## src/hdl/dsv_pkg.sv

```systemverilog
`timescale 1ns / 1ps
// Shared types, character codes and helper functions for the date string validator.
// No dependencies; all files but the interfaces refer to it by scoped names.
package dsv_pkg;

    localparam logic [7:0] CHAR_ZERO  = 8'd48;
    localparam logic [7:0] CHAR_NINE  = 8'd57;
    localparam logic [7:0] CHAR_SLASH = 8'd47;

    localparam logic [2:0] SHORT_DIGITS_MAX = 3'd2;
    localparam logic [2:0] YEAR_DIGITS_MAX  = 3'd4;
    localparam logic [2:0] YEAR_DIGITS_SHORT = 3'd2;

    localparam logic [6:0] MONTH_FIRST = 7'd1;
    localparam logic [6:0] MONTH_LAST  = 7'd12;
    localparam logic [6:0] MONTH_FEB   = 7'd2;
    localparam logic [6:0] MONTH_APR   = 7'd4;
    localparam logic [6:0] MONTH_JUN   = 7'd6;
    localparam logic [6:0] MONTH_SEP   = 7'd9;
    localparam logic [6:0] MONTH_NOV   = 7'd11;

    localparam logic [4:0] DAYS_LONG  = 5'd31;
    localparam logic [4:0] DAYS_SHORT = 5'd30;
    localparam logic [4:0] DAYS_LEAP  = 5'd29;
    localparam logic [4:0] DAYS_FEB   = 5'd28;

    typedef enum logic [1:0] {
        PH_DAY   = 2'd0,
        PH_MONTH = 2'd1,
        PH_YEAR  = 2'd2
    } phase_t;

    // One parsed string, handed from the parser to the checker
    typedef struct packed {
        logic        malformed;
        logic [6:0]  day;
        logic [6:0]  month;
        logic [13:0] year;
        logic        year_len_ok;
        logic        century;     // year is a multiple of 100
        logic        hi_mod4_zero; // year / 100 is a multiple of 4
    } rec_t;

    function automatic logic [6:0] mac10_7(input logic [6:0] acc, input logic [3:0] dig);
        mac10_7 = {acc[3:0], 3'b000} + {acc[5:0], 1'b0} + {3'b000, dig};
    endfunction

    function automatic logic [13:0] mac10_14(input logic [13:0] acc, input logic [3:0] dig);
        mac10_14 = {acc[10:0], 3'b000} + {acc[12:0], 1'b0} + {10'd0, dig};
    endfunction

    function automatic logic [4:0] month_len(input logic [6:0] m, input logic leap);
        if (m == MONTH_FEB)
        begin
            month_len = leap ? DAYS_LEAP : DAYS_FEB;
        end
        else if (m == MONTH_APR || m == MONTH_JUN || m == MONTH_SEP || m == MONTH_NOV)
        begin
            month_len = DAYS_SHORT;
        end
        else
        begin
            month_len = DAYS_LONG;
        end
    endfunction

endpackage

```

## src/hdl/dsv_char_if.sv

```systemverilog
`timescale 1ns / 1ps
// Character channel: one byte of the date string per request.
// No dependencies.
interface dsv_char_if;
    logic       valid;
    logic       ready;
    logic [7:0] char_code;
    logic       last;

    modport source (output valid, output char_code, output last, input ready);
    modport sink (input valid, input char_code, input last, output ready);
endinterface

```

## src/hdl/dsv_res_if.sv

```systemverilog
`timescale 1ns / 1ps
// Result channel: one verdict and the parsed date per string.
// No dependencies.
interface dsv_res_if;
    logic               valid;
    logic               ready;
    logic               valid_res;
    logic signed [7:0]  day;
    logic signed [7:0]  month;
    logic signed [14:0] year;

    modport source (output valid, output valid_res, output day, output month, output year,
                    input ready);
    modport sink (input valid, input valid_res, input day, input month, input year,
                  output ready);
endinterface

```

## src/hdl/dsv_front.sv

```systemverilog
`timescale 1ns / 1ps
// Parser: takes one character per cycle when ready, builds day, month and year,
// and pushes one record per string to the queue. Uses dsv_pkg and dsv_char_if.
module dsv_front
(
    input  logic                clk,
    input  logic                rst_n,
    dsv_char_if.sink            char_in,
    input  logic                q_full,
    output logic                q_push,
    output dsv_pkg::rec_t       q_rec
);

    dsv_pkg::phase_t phase_reg, phase_next;
    logic [2:0]  cnt_reg, cnt_next;
    logic [6:0]  day_reg, day_next;
    logic [6:0]  month_reg, month_next;
    logic [13:0] year_reg, year_next;
    logic [3:0]  ylast_reg, ylast_next;
    logic [3:0]  yprev_reg, yprev_next;
    logic [1:0]  hi4_reg, hi4_next;
    logic        bad_reg, bad_next;

    logic        fire;
    logic        is_dig;
    logic        is_slash;
    logic [3:0]  dval;

    assign char_in.ready = !q_full;
    assign fire = char_in.valid && char_in.ready;
    assign is_dig = (char_in.char_code >= dsv_pkg::CHAR_ZERO)
                 && (char_in.char_code <= dsv_pkg::CHAR_NINE);
    assign is_slash = (char_in.char_code == dsv_pkg::CHAR_SLASH);
    assign dval = char_in.char_code[3:0];

    always_ff @(posedge clk or negedge rst_n)
    begin
        if (!rst_n)
        begin
            phase_reg <= dsv_pkg::PH_DAY;
            cnt_reg   <= '0;
            day_reg   <= '0;
            month_reg <= '0;
            year_reg  <= '0;
            ylast_reg <= '0;
            yprev_reg <= '0;
            hi4_reg   <= '0;
            bad_reg   <= 1'b0;
        end
        else if (fire)
        begin
            if (char_in.last)
            begin
                phase_reg <= dsv_pkg::PH_DAY;
                cnt_reg   <= '0;
                day_reg   <= '0;
                month_reg <= '0;
                year_reg  <= '0;
                ylast_reg <= '0;
                yprev_reg <= '0;
                hi4_reg   <= '0;
                bad_reg   <= 1'b0;
            end
            else
            begin
                phase_reg <= phase_next;
                cnt_reg   <= cnt_next;
                day_reg   <= day_next;
                month_reg <= month_next;
                year_reg  <= year_next;
                ylast_reg <= ylast_next;
                yprev_reg <= yprev_next;
                hi4_reg   <= hi4_next;
                bad_reg   <= bad_next;
            end
        end
    end

    always_comb
    begin
        phase_next = phase_reg;
        cnt_next   = cnt_reg;
        day_next   = day_reg;
        month_next = month_reg;
        year_next  = year_reg;
        ylast_next = ylast_reg;
        yprev_next = yprev_reg;
        hi4_next   = hi4_reg;
        bad_next   = bad_reg;
        if (!bad_reg)
        begin
            unique case (phase_reg)
                dsv_pkg::PH_DAY, dsv_pkg::PH_MONTH:
                begin
                    if (is_slash)
                    begin
                        if (cnt_reg == 3'd0)
                        begin
                            bad_next = 1'b1;
                        end
                        else
                        begin
                            phase_next = (phase_reg == dsv_pkg::PH_DAY) ? dsv_pkg::PH_MONTH
                                                                        : dsv_pkg::PH_YEAR;
                            cnt_next = '0;
                        end
                    end
                    else if (cnt_reg >= dsv_pkg::SHORT_DIGITS_MAX || !is_dig)
                    begin
                        bad_next = 1'b1;
                    end
                    else
                    begin
                        if (phase_reg == dsv_pkg::PH_DAY)
                        begin
                            day_next = dsv_pkg::mac10_7(day_reg, dval);
                        end
                        else
                        begin
                            month_next = dsv_pkg::mac10_7(month_reg, dval);
                        end
                        cnt_next = cnt_reg + 3'd1;
                    end
                end
                dsv_pkg::PH_YEAR:
                begin
                    if (cnt_reg < dsv_pkg::YEAR_DIGITS_MAX)
                    begin
                        if (is_dig)
                        begin
                            year_next  = dsv_pkg::mac10_14(year_reg, dval);
                            ylast_next = dval;
                            yprev_next = ylast_reg;
                            // hundreds part mod 4: (10*h + d) mod 4 = (2*h + d) mod 4
                            hi4_next   = {hi4_reg[0], 1'b0} + yprev_reg[1:0];
                            cnt_next   = cnt_reg + 3'd1;
                        end
                        else
                        begin
                            bad_next = 1'b1;
                        end
                    end
                end
                default:
                begin
                    bad_next = 1'b1;
                end
            endcase
        end
    end

    assign q_push = fire && char_in.last;

    always_comb
    begin
        q_rec.malformed    = bad_next || (phase_next != dsv_pkg::PH_YEAR);
        q_rec.day          = day_next;
        q_rec.month        = month_next;
        q_rec.year         = year_next;
        q_rec.year_len_ok  = (cnt_next == dsv_pkg::YEAR_DIGITS_SHORT)
                          || (cnt_next == dsv_pkg::YEAR_DIGITS_MAX);
        q_rec.century      = (ylast_next == 4'd0) && (yprev_next == 4'd0);
        q_rec.hi_mod4_zero = (hi4_next == 2'd0);
    end

endmodule

```

## src/hdl/dsv_queue.sv

```systemverilog
`timescale 1ns / 1ps
// Short record queue between parser and checker.
// Depends on dsv_pkg.
module dsv_queue
#(
    parameter int DEPTH = 2
)
(
    input  logic          clk,
    input  logic          rst_n,
    input  logic          push,
    input  dsv_pkg::rec_t push_rec,
    output logic          full,
    input  logic          pop,
    output logic          not_empty,
    output dsv_pkg::rec_t pop_rec
);

    localparam int PW = (DEPTH > 1) ? $clog2(DEPTH) : 1;
    localparam int CW = $clog2(DEPTH + 1);
    localparam logic [PW-1:0] PTR_LAST = PW'(DEPTH - 1);
    localparam logic [CW-1:0] CNT_FULL = CW'(DEPTH);

    dsv_pkg::rec_t slot_reg [DEPTH];
    logic [PW-1:0] wr_reg, rd_reg;
    logic [CW-1:0] cnt_reg;
    logic          do_push, do_pop;

    assign full      = (cnt_reg == CNT_FULL);
    assign not_empty = (cnt_reg != '0);
    assign do_push   = push && !full;
    assign do_pop    = pop && not_empty;
    assign pop_rec   = slot_reg[rd_reg];

    always_ff @(posedge clk)
    begin
        if (do_push)
        begin
            slot_reg[wr_reg] <= push_rec;
        end
    end

    always_ff @(posedge clk or negedge rst_n)
    begin
        if (!rst_n)
        begin
            wr_reg  <= '0;
            rd_reg  <= '0;
            cnt_reg <= '0;
        end
        else
        begin
            if (do_push)
            begin
                wr_reg <= (wr_reg == PTR_LAST) ? '0 : wr_reg + PW'(1);
            end
            if (do_pop)
            begin
                rd_reg <= (rd_reg == PTR_LAST) ? '0 : rd_reg + PW'(1);
            end
            if (do_push && !do_pop)
            begin
                cnt_reg <= cnt_reg + CW'(1);
            end
            else if (do_pop && !do_push)
            begin
                cnt_reg <= cnt_reg - CW'(1);
            end
        end
    end

endmodule

```

## src/hdl/dsv_back.sv

```systemverilog
`timescale 1ns / 1ps
// Checker: takes one parsed record, checks year length, month and day against the
// calendar; holds the result in the output register. Uses dsv_pkg and dsv_res_if.
module dsv_back
(
    input  logic          clk,
    input  logic          rst_n,
    input  logic          q_not_empty,
    input  dsv_pkg::rec_t q_rec,
    output logic          q_pop,
    dsv_res_if.source     res_out
);

    logic               out_valid_reg;
    logic               vres_reg, vres_next;
    logic signed [7:0]  day_reg, day_next;
    logic signed [7:0]  month_reg, month_next;
    logic signed [14:0] year_reg, year_next;

    logic       leap;
    logic [4:0] mlen;
    logic       date_ok;

    assign q_pop = q_not_empty && (!out_valid_reg || res_out.ready);

    assign leap = (q_rec.year[1:0] == 2'b00) && (!q_rec.century || q_rec.hi_mod4_zero);
    assign mlen = dsv_pkg::month_len(q_rec.month, leap);
    assign date_ok = q_rec.year_len_ok
                  && (q_rec.month >= dsv_pkg::MONTH_FIRST)
                  && (q_rec.month <= dsv_pkg::MONTH_LAST)
                  && (q_rec.day != 7'd0)
                  && (q_rec.day <= {2'b00, mlen});

    always_comb
    begin
        if (q_rec.malformed)
        begin
            vres_next  = 1'b0;
            day_next   = '1;
            month_next = '1;
            year_next  = '1;
        end
        else
        begin
            vres_next  = date_ok;
            day_next   = {1'b0, q_rec.day};
            month_next = {1'b0, q_rec.month};
            year_next  = {1'b0, q_rec.year};
        end
    end

    always_ff @(posedge clk or negedge rst_n)
    begin
        if (!rst_n)
        begin
            out_valid_reg <= 1'b0;
        end
        else if (q_pop)
        begin
            out_valid_reg <= 1'b1;
        end
        else if (res_out.ready)
        begin
            out_valid_reg <= 1'b0;
        end
    end

    always_ff @(posedge clk)
    begin
        if (q_pop)
        begin
            vres_reg  <= vres_next;
            day_reg   <= day_next;
            month_reg <= month_next;
            year_reg  <= year_next;
        end
    end

    assign res_out.valid     = out_valid_reg;
    assign res_out.valid_res = vres_reg;
    assign res_out.day       = day_reg;
    assign res_out.month     = month_reg;
    assign res_out.year      = year_reg;

endmodule

```

## src/hdl/date_string_validator.sv

```systemverilog
`timescale 1ns / 1ps
// Date string validator, d/m/y: one character accepted per cycle, back to back, while
// the queue has room. A string's record goes to the queue when its last character is
// accepted, then to the output register; one result per string. Throughput is set by the
// parser's per-character register update: one character a cycle while the queue has room.
// Reset (rst_n, asynchronous, active low) clears parser state, queue and output valid.
module date_string_validator
#(
    parameter int QUEUE_DEPTH = 2
)
(
    input  logic      clk,
    input  logic      rst_n,
    dsv_char_if.sink  char_in,
    dsv_res_if.source res_out
);

    logic          q_push, q_full, q_pop, q_not_empty;
    dsv_pkg::rec_t push_rec, pop_rec;

    dsv_front u_front
    (
        .clk     (clk),
        .rst_n   (rst_n),
        .char_in (char_in),
        .q_full  (q_full),
        .q_push  (q_push),
        .q_rec   (push_rec)
    );

    dsv_queue #(.DEPTH(QUEUE_DEPTH)) u_queue
    (
        .clk       (clk),
        .rst_n     (rst_n),
        .push      (q_push),
        .push_rec  (push_rec),
        .full      (q_full),
        .pop       (q_pop),
        .not_empty (q_not_empty),
        .pop_rec   (pop_rec)
    );

    dsv_back u_back
    (
        .clk         (clk),
        .rst_n       (rst_n),
        .q_not_empty (q_not_empty),
        .q_rec       (pop_rec),
        .q_pop       (q_pop),
        .res_out     (res_out)
    );

endmodule

```

## src/flat_wrapper.sv

```systemverilog
// flat-port wrapper written by rule: the top's interface ports become plain ports
module date_string_validator_flat 
#(
    parameter int QUEUE_DEPTH = 2
)
  (clk, rst_n, char_in_valid, char_in_char_code, char_in_last, char_in_ready, res_out_valid, res_out_valid_res, res_out_day, res_out_month, res_out_year, res_out_ready);
  dsv_char_if char_in_i ();
  dsv_res_if res_out_i ();
  input  logic clk;
  input  logic rst_n;
  input wire logic [$bits(char_in_i.valid)-1:0] char_in_valid;
  input wire logic [$bits(char_in_i.char_code)-1:0] char_in_char_code;
  input wire logic [$bits(char_in_i.last)-1:0] char_in_last;
  output wire logic [$bits(char_in_i.ready)-1:0] char_in_ready;
  output wire logic [$bits(res_out_i.valid)-1:0] res_out_valid;
  output wire logic [$bits(res_out_i.valid_res)-1:0] res_out_valid_res;
  output wire logic [$bits(res_out_i.day)-1:0] res_out_day;
  output wire logic [$bits(res_out_i.month)-1:0] res_out_month;
  output wire logic [$bits(res_out_i.year)-1:0] res_out_year;
  input wire logic [$bits(res_out_i.ready)-1:0] res_out_ready;
  assign char_in_i.valid = char_in_valid;
  assign char_in_i.char_code = char_in_char_code;
  assign char_in_i.last = char_in_last;
  assign char_in_ready = char_in_i.ready;
  assign res_out_valid = res_out_i.valid;
  assign res_out_valid_res = res_out_i.valid_res;
  assign res_out_day = res_out_i.day;
  assign res_out_month = res_out_i.month;
  assign res_out_year = res_out_i.year;
  assign res_out_i.ready = res_out_ready;
  date_string_validator #(.QUEUE_DEPTH(QUEUE_DEPTH)) u_core (.clk(clk), .rst_n(rst_n), .char_in(char_in_i), .res_out(res_out_i));
endmodule
```

## config.mk

```make
export PLATFORM = sky130hd
export DESIGN_NAME = date_string_validator_flat
export DESIGN_NICKNAME = d
export VERILOG_FILES = /design/src/hdl/dsv_pkg.sv /design/src/hdl/dsv_char_if.sv /design/src/hdl/dsv_res_if.sv /design/src/hdl/dsv_front.sv /design/src/hdl/dsv_queue.sv /design/src/hdl/dsv_back.sv /design/src/hdl/date_string_validator.sv /design/src/flat_wrapper.sv
export SDC_FILE = /design/constraint.sdc
export NUM_CORES = 1
export LEC_CHECK = 0
export ABC_AREA = 0
export BUFFER_PORTS_ARGS = -buffer_cell sky130_fd_sc_hd__buf_2
export CAP_MARGIN = 25
export CORE_ASPECT_RATIO = 1.25
export CORE_MARGIN = 3
export CORE_UTILIZATION = 40
export CTS_CLUSTER_DIAMETER = 120
export DETAILED_ROUTE_END_ITERATION = 7
export PLACE_DENSITY = 0.62
export SYNTH_ARGS = -nofsm -noshare
export SYNTH_HDL_FRONTEND = slang
export SYNTH_SLANG_ARGS = --single-unit
```

## constraint.sdc

```tcl
create_clock -name clk -period 2.74 [get_ports clk]
set_input_delay 0.548 -clock clk [delete_from_list [all_inputs] [get_ports clk]]
set_output_delay 0.548 -clock clk [all_outputs]
set_load 0.03 [all_outputs]
```

## After elaboration in Yosys (flattened, before gate mapping)

Memory sizes are Yosys's and may differ from the RTL's.
Index checks and enable logic that the tools add are counted.

| word-level totals | value |
|---|---|
| output and inout port bits | 34 |
| RAM bits | 64 |
| flip-flop bits (word level) | 81 |
| word-level logic and storage cells | 159 |
| memories kept | 1 |

| operators by class | value |
|---|---|
| reductions and logical operators | 39 |
| magnitude comparators | 7 |
| mux-type cells | 68 |
| add/sub/neg operators | 12 |
| equal/unequal tests | 12 |

Memories:

| memory | depth | width | rd ports | clocked after Yosys merged registers in | wr ports | RTL line | source |
|---|---|---|---|---|---|---|---|
| u_core.u_queue.slot_reg | 2 | 32 | 1 | 0 | 1 | dsv_queue.sv:24 | `dsv_pkg::rec_t slot_reg [DEPTH];` |

Operators by type and width:

| operator | number |
|---|---|
| two-way mux 7 bit | 12 |
| two-way mux 14 bit | 5 |
| two-way mux 4 bit | 10 |
| two-way mux 2 bit | 13 |
| two-way mux 3 bit | 7 |
| two-way mux 8 bit | 2 |
| two-way mux 1 bit | 15 |
| two-way mux 15 bit | 1 |
| adder 14 bit | 1 |
| adder 14 x 4 -> 14 bit | 1 |
| adder 7 x 4 -> 7 bit | 2 |
| adder 7 bit | 2 |
| == test 7 x 3 -> 1 bit, second input constant | 2 |
| == test 7 x 4 -> 1 bit, second input constant | 2 |
| logical AND 1 bit | 14 |
| == test 8 x 6 -> 1 bit, second input constant | 1 |
| greater-or-equal comparator 8 x 6 -> 1 bit, second input constant | 1 |
| <= comparator 8 x 6 -> 1 bit, second input constant | 1 |
| zero test 4 bit | 2 |
| logical OR 1 bit | 8 |
| == test 7 x 2 -> 1 bit, second input constant | 1 |
| greater-or-equal comparator 7 x 1 -> 1 bit, second input constant | 1 |
| <= comparator 7 x 4 -> 1 bit, second input constant | 1 |
| <= comparator 7 x 5 -> 1 bit | 1 |
| other kinds (21) | 32 |

## Logic depth before layout (Yosys ltp)

| logic depth | value |
|---|---|
| depth in word-level cells | 10 |
| gate-level depth with buffers | 13 |
| depth with buffers taken out | 12 |

## Cells and area by module

From an unflattened synthesis, not the netlist that was laid out.

| second synthesis, totals | value |
|---|---|
| cell total of the unflattened synthesis | 616 |
| area total of the unflattened synthesis | 7646.1 um2 |

By module, submodules not included:

| module | instances | cells an instance | area each (um2) | sequential area each (um2) |
|---|---|---|---|---|
| dsv_front | 1 | 407 | 3666.0 | 1101.1 |
| dsv_queue | 1 | 119 | 2662.6 | 2021.9 |
| dsv_back | 1 | 90 | 1317.5 | 925.9 |

## Worst setup path after synthesis

Ideal clock, no wire load.

| path | value |
|---|---|
| path type | reg2reg |
| start | register u_core.u_queue.cnt_reg[0] |
| end | memory u_core.u_queue.slot_reg[0][0] in the netlist's numbering, enable pin |
| stages on the path, launching flop included | 5 |
| data arrival time | 2.560 ns |
| period minus slack after synthesis | 2.981 ns |
| slack | -0.241 ns |
| library setup time | 0.421 ns |
| cell sequence | dfrtp_1 nand2b_1 and2_0 nand2_1 nor2_1 |

| between the ends | value |
|---|---|
| longest elaborated chain between the ends | 7 |

RTL lines:

| item | RTL line | source |
|---|---|---|
| start, declared | dsv_queue.sv:26 | `logic [CW-1:0] cnt_reg;` |
| start signal, assigned | dsv_queue.sv:63 | `cnt_reg <= cnt_reg + CW'(1);` |
| start signal, assigned | dsv_queue.sv:67 | `cnt_reg <= cnt_reg - CW'(1);` |
| == test 2 bit (*) | dsv_queue.sv:29 | `assign full = (cnt_reg == CNT_FULL);` |
| zero test 1 bit (*) | dsv_front.sv:29 | `assign char_in.ready = !q_full;` |
| via char_in_ready | flat_wrapper.sv:14 | `output wire logic [$bits(char_in_i.ready)-1:0] char_in_ready;` |
| logical AND 1 bit | dsv_front.sv:30 | `assign fire = char_in.valid && char_in.ready;` |
| logical AND 1 bit | dsv_front.sv:152 | `assign q_push = fire && char_in.last;` |
| logical AND 1 bit (*) | dsv_queue.sv:31 | `assign do_push = push && !full;` |
| two-way mux 1 bit (*) | dsv_queue.sv:37 | `if (do_push)` |
| two-way mux 1 bit (not written as such) (*) | dsv_queue.sv:39 | `slot_reg[wr_reg] <= push_rec;` |
| end, declared | dsv_queue.sv:24 |  |

The timed path passes the listed nets; every way through them passes the cells marked *.

## Final worst setup path

| path | value |
|---|---|
| start | register u_core.u_front.year_reg[2] |
| end | register u_core.u_front.year_reg[13] |

| between the ends | value |
|---|---|
| longest elaborated chain between the ends | 7 |

RTL lines:

| item | RTL line | source |
|---|---|---|
| start, declared | dsv_front.sv:18 | `logic [13:0] year_reg, year_next;` |
| start signal, assigned | dsv_front.sv:70 | `year_reg <= year_next;` |
| adder 14 bit | dsv_pkg.sv:49 | `mac10_14 = {acc[10:0], 3'b000} + {acc[12:0], 1'b0} + {10'd0, dig};` |
| adder 14 x 4 -> 14 bit | dsv_pkg.sv:49 |  |
| two-way mux 14 bit | dsv_front.sv:129 | `if (is_dig)` |
| two-way mux 14 bit | dsv_front.sv:127 | `if (cnt_reg < dsv_pkg::YEAR_DIGITS_MAX)` |
| two-way mux 14 bit | dsv_front.sv:92 | `unique case (phase_reg)` |
| two-way mux 14 bit | dsv_front.sv:90 | `if (!bad_reg)` |
| two-way mux 14 bit | dsv_front.sv:52 | `if (char_in.last)` |

Every way passes these cells.
A chain may end at the register's enable or synchronous reset.

==> results.yml <==
setup_path:
  slowest_stage: "fa_1"
  path_max_fanout: 3
  crit_type: "reg2reg"
  slowest_delay_ps: 570
  crit_path_end_kind: "flip-flop"
  crit_top_cell: "inv_1"
  crit_chain: "inv_1, fa_1, inv_1, ha_4, a211oi_2, o21bai_1, o21ai_1, a21oi_2, or4_4, o2111ai_2"
  worstPathArrival_ps: 2920
  critPathLaunchType: "flip-flop"
  required_ps: 3070
yosys:
  synth.yosys.seq_area_share_pct: 53.9
  synth.top_cell.area_share_pct: 37.6
  yosys-top-cells-area: "edfxtp_1 (38%), dfrtp_1 (16%), ha_1 (7.3%)"
  synth-main-ff-cell: "edfxtp_1"
  synthesis.area_per_instance_um2: 11.3
  netlist_area_um2: 7510
  synth_area_leader_cell: "edfxtp_1"
  synth_nets: 726
  synth_edf_count: 94
  synth-seq-cells: 143
  synth.distinct_cells: 64
  async_reset_ff_share_pct: 34.3
  yosysWarnings: 0
  synth_cells: 663
floorplanning:
  die_area_um2: 20500
  die_h_um: 159
  core_area_um2: 18300
  start_util_pct: 41.1
  std_cell_rows: 55
  io_pins: 47
  fp.dieW_um: 129
power:
  power_switching_mw: 2.63
  combPwrFrac_pct: 31.9
  leakage_nw: 3.53
  internal_power_mw: 4.98
  power.share.clock_pct: 29.3
  p_seq_share_pct: 38.8
  p_sw_share_pct: 34.5
  peakVddDrop_mv: 0.452
  power_mw: 7.61
  p_per_area_nw_per_um2: 867
drt:
  wire_per_inst_um: 15.9
  vias_per_cell: 5.32
  remaining_drc_errors: 0
  drtIter0Drc: 430
  num_vias: 5195
  antenna_left: 0
  firstDrtPassIters: 5
  drt_wl_total_mm: 15.5
grt:
  grt-ovfl-total: 0
  grt_pass1_wl_mm: 26.0
  grt_pass1_vias: 5247
  grt_usage_pct: 15.8
  grt_max_degree: 43
  antenna_found_initial: 0
timing:
  relSlewSlack_pct: 53.1
  fmax_mhz: 387
  period_minus_slack_ps: 2590
  rsz0062_at_grt: "no"
  finalCritPeriodShare_pct: 94.4
  final_max_slew_viol_count: 0
  finalWorstSetupSlack_ps: 153
  hold_violations: 0
  setup-violations-final: 0
  skew_ps: 12.3
  worstMarginPinSlew_ps: 702
clock_network:
  htreeDepth: 4
  numCtsBuffers: 17
  cts_tree: "done"
  clkSlewWorstSetupHoldPaths_ps: 60
  max-clock-path-buffers: 2
  insertion_delay_ps: 420
  hold_buffers: 0
  cts_sinks: 143
  root_buffer: "clkbuf_16"
finish:
  nNetsFinal: 798
  largest_reg_flops: 64
  instances_no_fill: 976
  diodes: 0
  fin_util_pct: 48.0
  fill_cells: 1634
  layout-drive-gt1-share_pct: 19.9
  area_delta_synth_final_pct: 16.8
place:
  port_buffers: 46
  gp_congestion: 0.886
  pre_cts_slack_ps: -306
  place_hpwl_mm: 11.3
  placed_cells_incl_taps: 943
status:
  run_status: "finished, final reports clean"
worst_hold_path:
  worstHoldPathType: "in2async"
run:
  drv_cap: 0
-- placed cells by master (no fill, tap or decap), types with 4 or more instances in the layout --
master / count
o21ai_1: 25
mux2i_1: 27
inv_1: 30
fa_1: 5
dfrtp_1: 48
o21ai_0: 37
a21oi_1: 33
edfxtp_1: 94
clkbuf_16: 17
nand2b_1: 9
xnor2_1: 13
xor2_1: 15
ha_1: 43
mux2_2: 9
nor3_1: 11
and2_0: 4
nand2_1: 95
a22o_1: 5
buf_2: 46
nor2_1: 24
clkinvlp_4: 4
inv_6: 5
nor2b_1: 5
o21a_1: 7
o22ai_1: 7
a21o_1: 5
buf_4: 38
a22oi_1: 15
-- final cells by class --
type	instances	area, um2	share of cell area (%)
clock buffer	17	425	4.84
clock inverter	15	148	1.68
inverter	30	113	1.28
multi-input combinational	459	3240	36.9
sequential	143	4050	46.1
tap	228	285	3.25
timing repair buffer	84	515	5.87
-- synth_stat cells, drive strengths merged, types with 9 or more instances --
cell,instances
clkbuf,19
ha,44
inv,30
nand2b,9
dfrtp,49
edfxtp,94
mux2i,28
mux2,9
nor2,28
o21ai,62
nor3,14
nand2,95
xnor2,13
xor2,15
buf,12
a22oi,15
a21oi,34
-- worst paths after layout --
check                                           start                     endpoint  slack (ps)  depth (start not counted)
max reg2reg                u_core.u_front.year_reg[2]  u_core.u_front.year_reg[13]         150                         10
min in group clk                        res_out_ready  u_core.u_back.res_out.valid         410                          3
max in group asynchronous                       rst_n   u_core.u_front.year_reg[3]        1970                          2
max                        u_core.u_front.year_reg[2]  u_core.u_front.year_reg[13]         150                         10
min reg2reg                 u_core.u_front.day_reg[6]    u_core.u_front.day_reg[6]         490                          2
min                                             rst_n    u_core.u_front.day_reg[6]         120                          1
-- routing by layer --
| metal | wire length, um | share of wire (%) | global-route usage, % | up-vias |
|---|---|---|---|---|
| li1 | - | - | - | 2549 |
| met1 | 6700 | 43 | 20.4 | 2496 |
| met2 | 7930 | 51 | 26.8 | 131 |
| met3 | 659 | 4.2 | 2.55 | 19 |
| met4 | 259 | 1.7 | 5.40 | 0 |
| met5 | 0 | 0 | 0 | - |
-- power by group through the flow --
stage / combinational, mW / sequential (mW) / clock (mW)
floorplan: 1.66 / 3.07 / 0
CTS: 2.41 / 2.95 / 2.28
finish: 2.43 / 2.95 / 2.23
global placement: 2.33 / 2.98 / 0
global route: 2.73 / 2.99 / 2.38
detailed placement: 2.40 / 3.00 / 0
-- critical path: cells and delay by family (launching register included) --
family | cells | cell delay, ps
flip-flops | 1 | 340
adder cells (fa/ha/maj) | 2 | 810
AND/OR/NAND/NOR | 1 | 520
buffers and inverters | 2 | 170
AO/OA/AOI/OAI | 5 | 660
-- kinds of logic after synthesis --
logic type,after synthesis,share of synthesized area [%]
muxes,37,5.08
buffers and inverters,61,3.51
xor gates and xnor gates,28,3.26
AOI/OAI and AO/OA,158,12.8
adders and majority gates,50,8.92
and+or+nand+nor,186,12.5
DFF,143,53.9
-- repair_timing --
action	CTS	global route
gates resized for setup	3	10
pin swaps	1	6
setup endpoints to repair	6	16
setup buffers	0	1
-- through the flow --
stage | hold slack [ps] | setup TNS (ps) | area (um2)
2_1_floorplan | 252 | -21.0 | 7520
3_3_place_gp | 472 | -2590 | 8160
3_5_place_dp | 487 | -3660 | 8160
4_1_cts | 132 | 0 | 8740
5_1_grt | 155 | 0 | 8780
6_report | 121 | 0 | 8780
(Power assumes the default switching activity.)
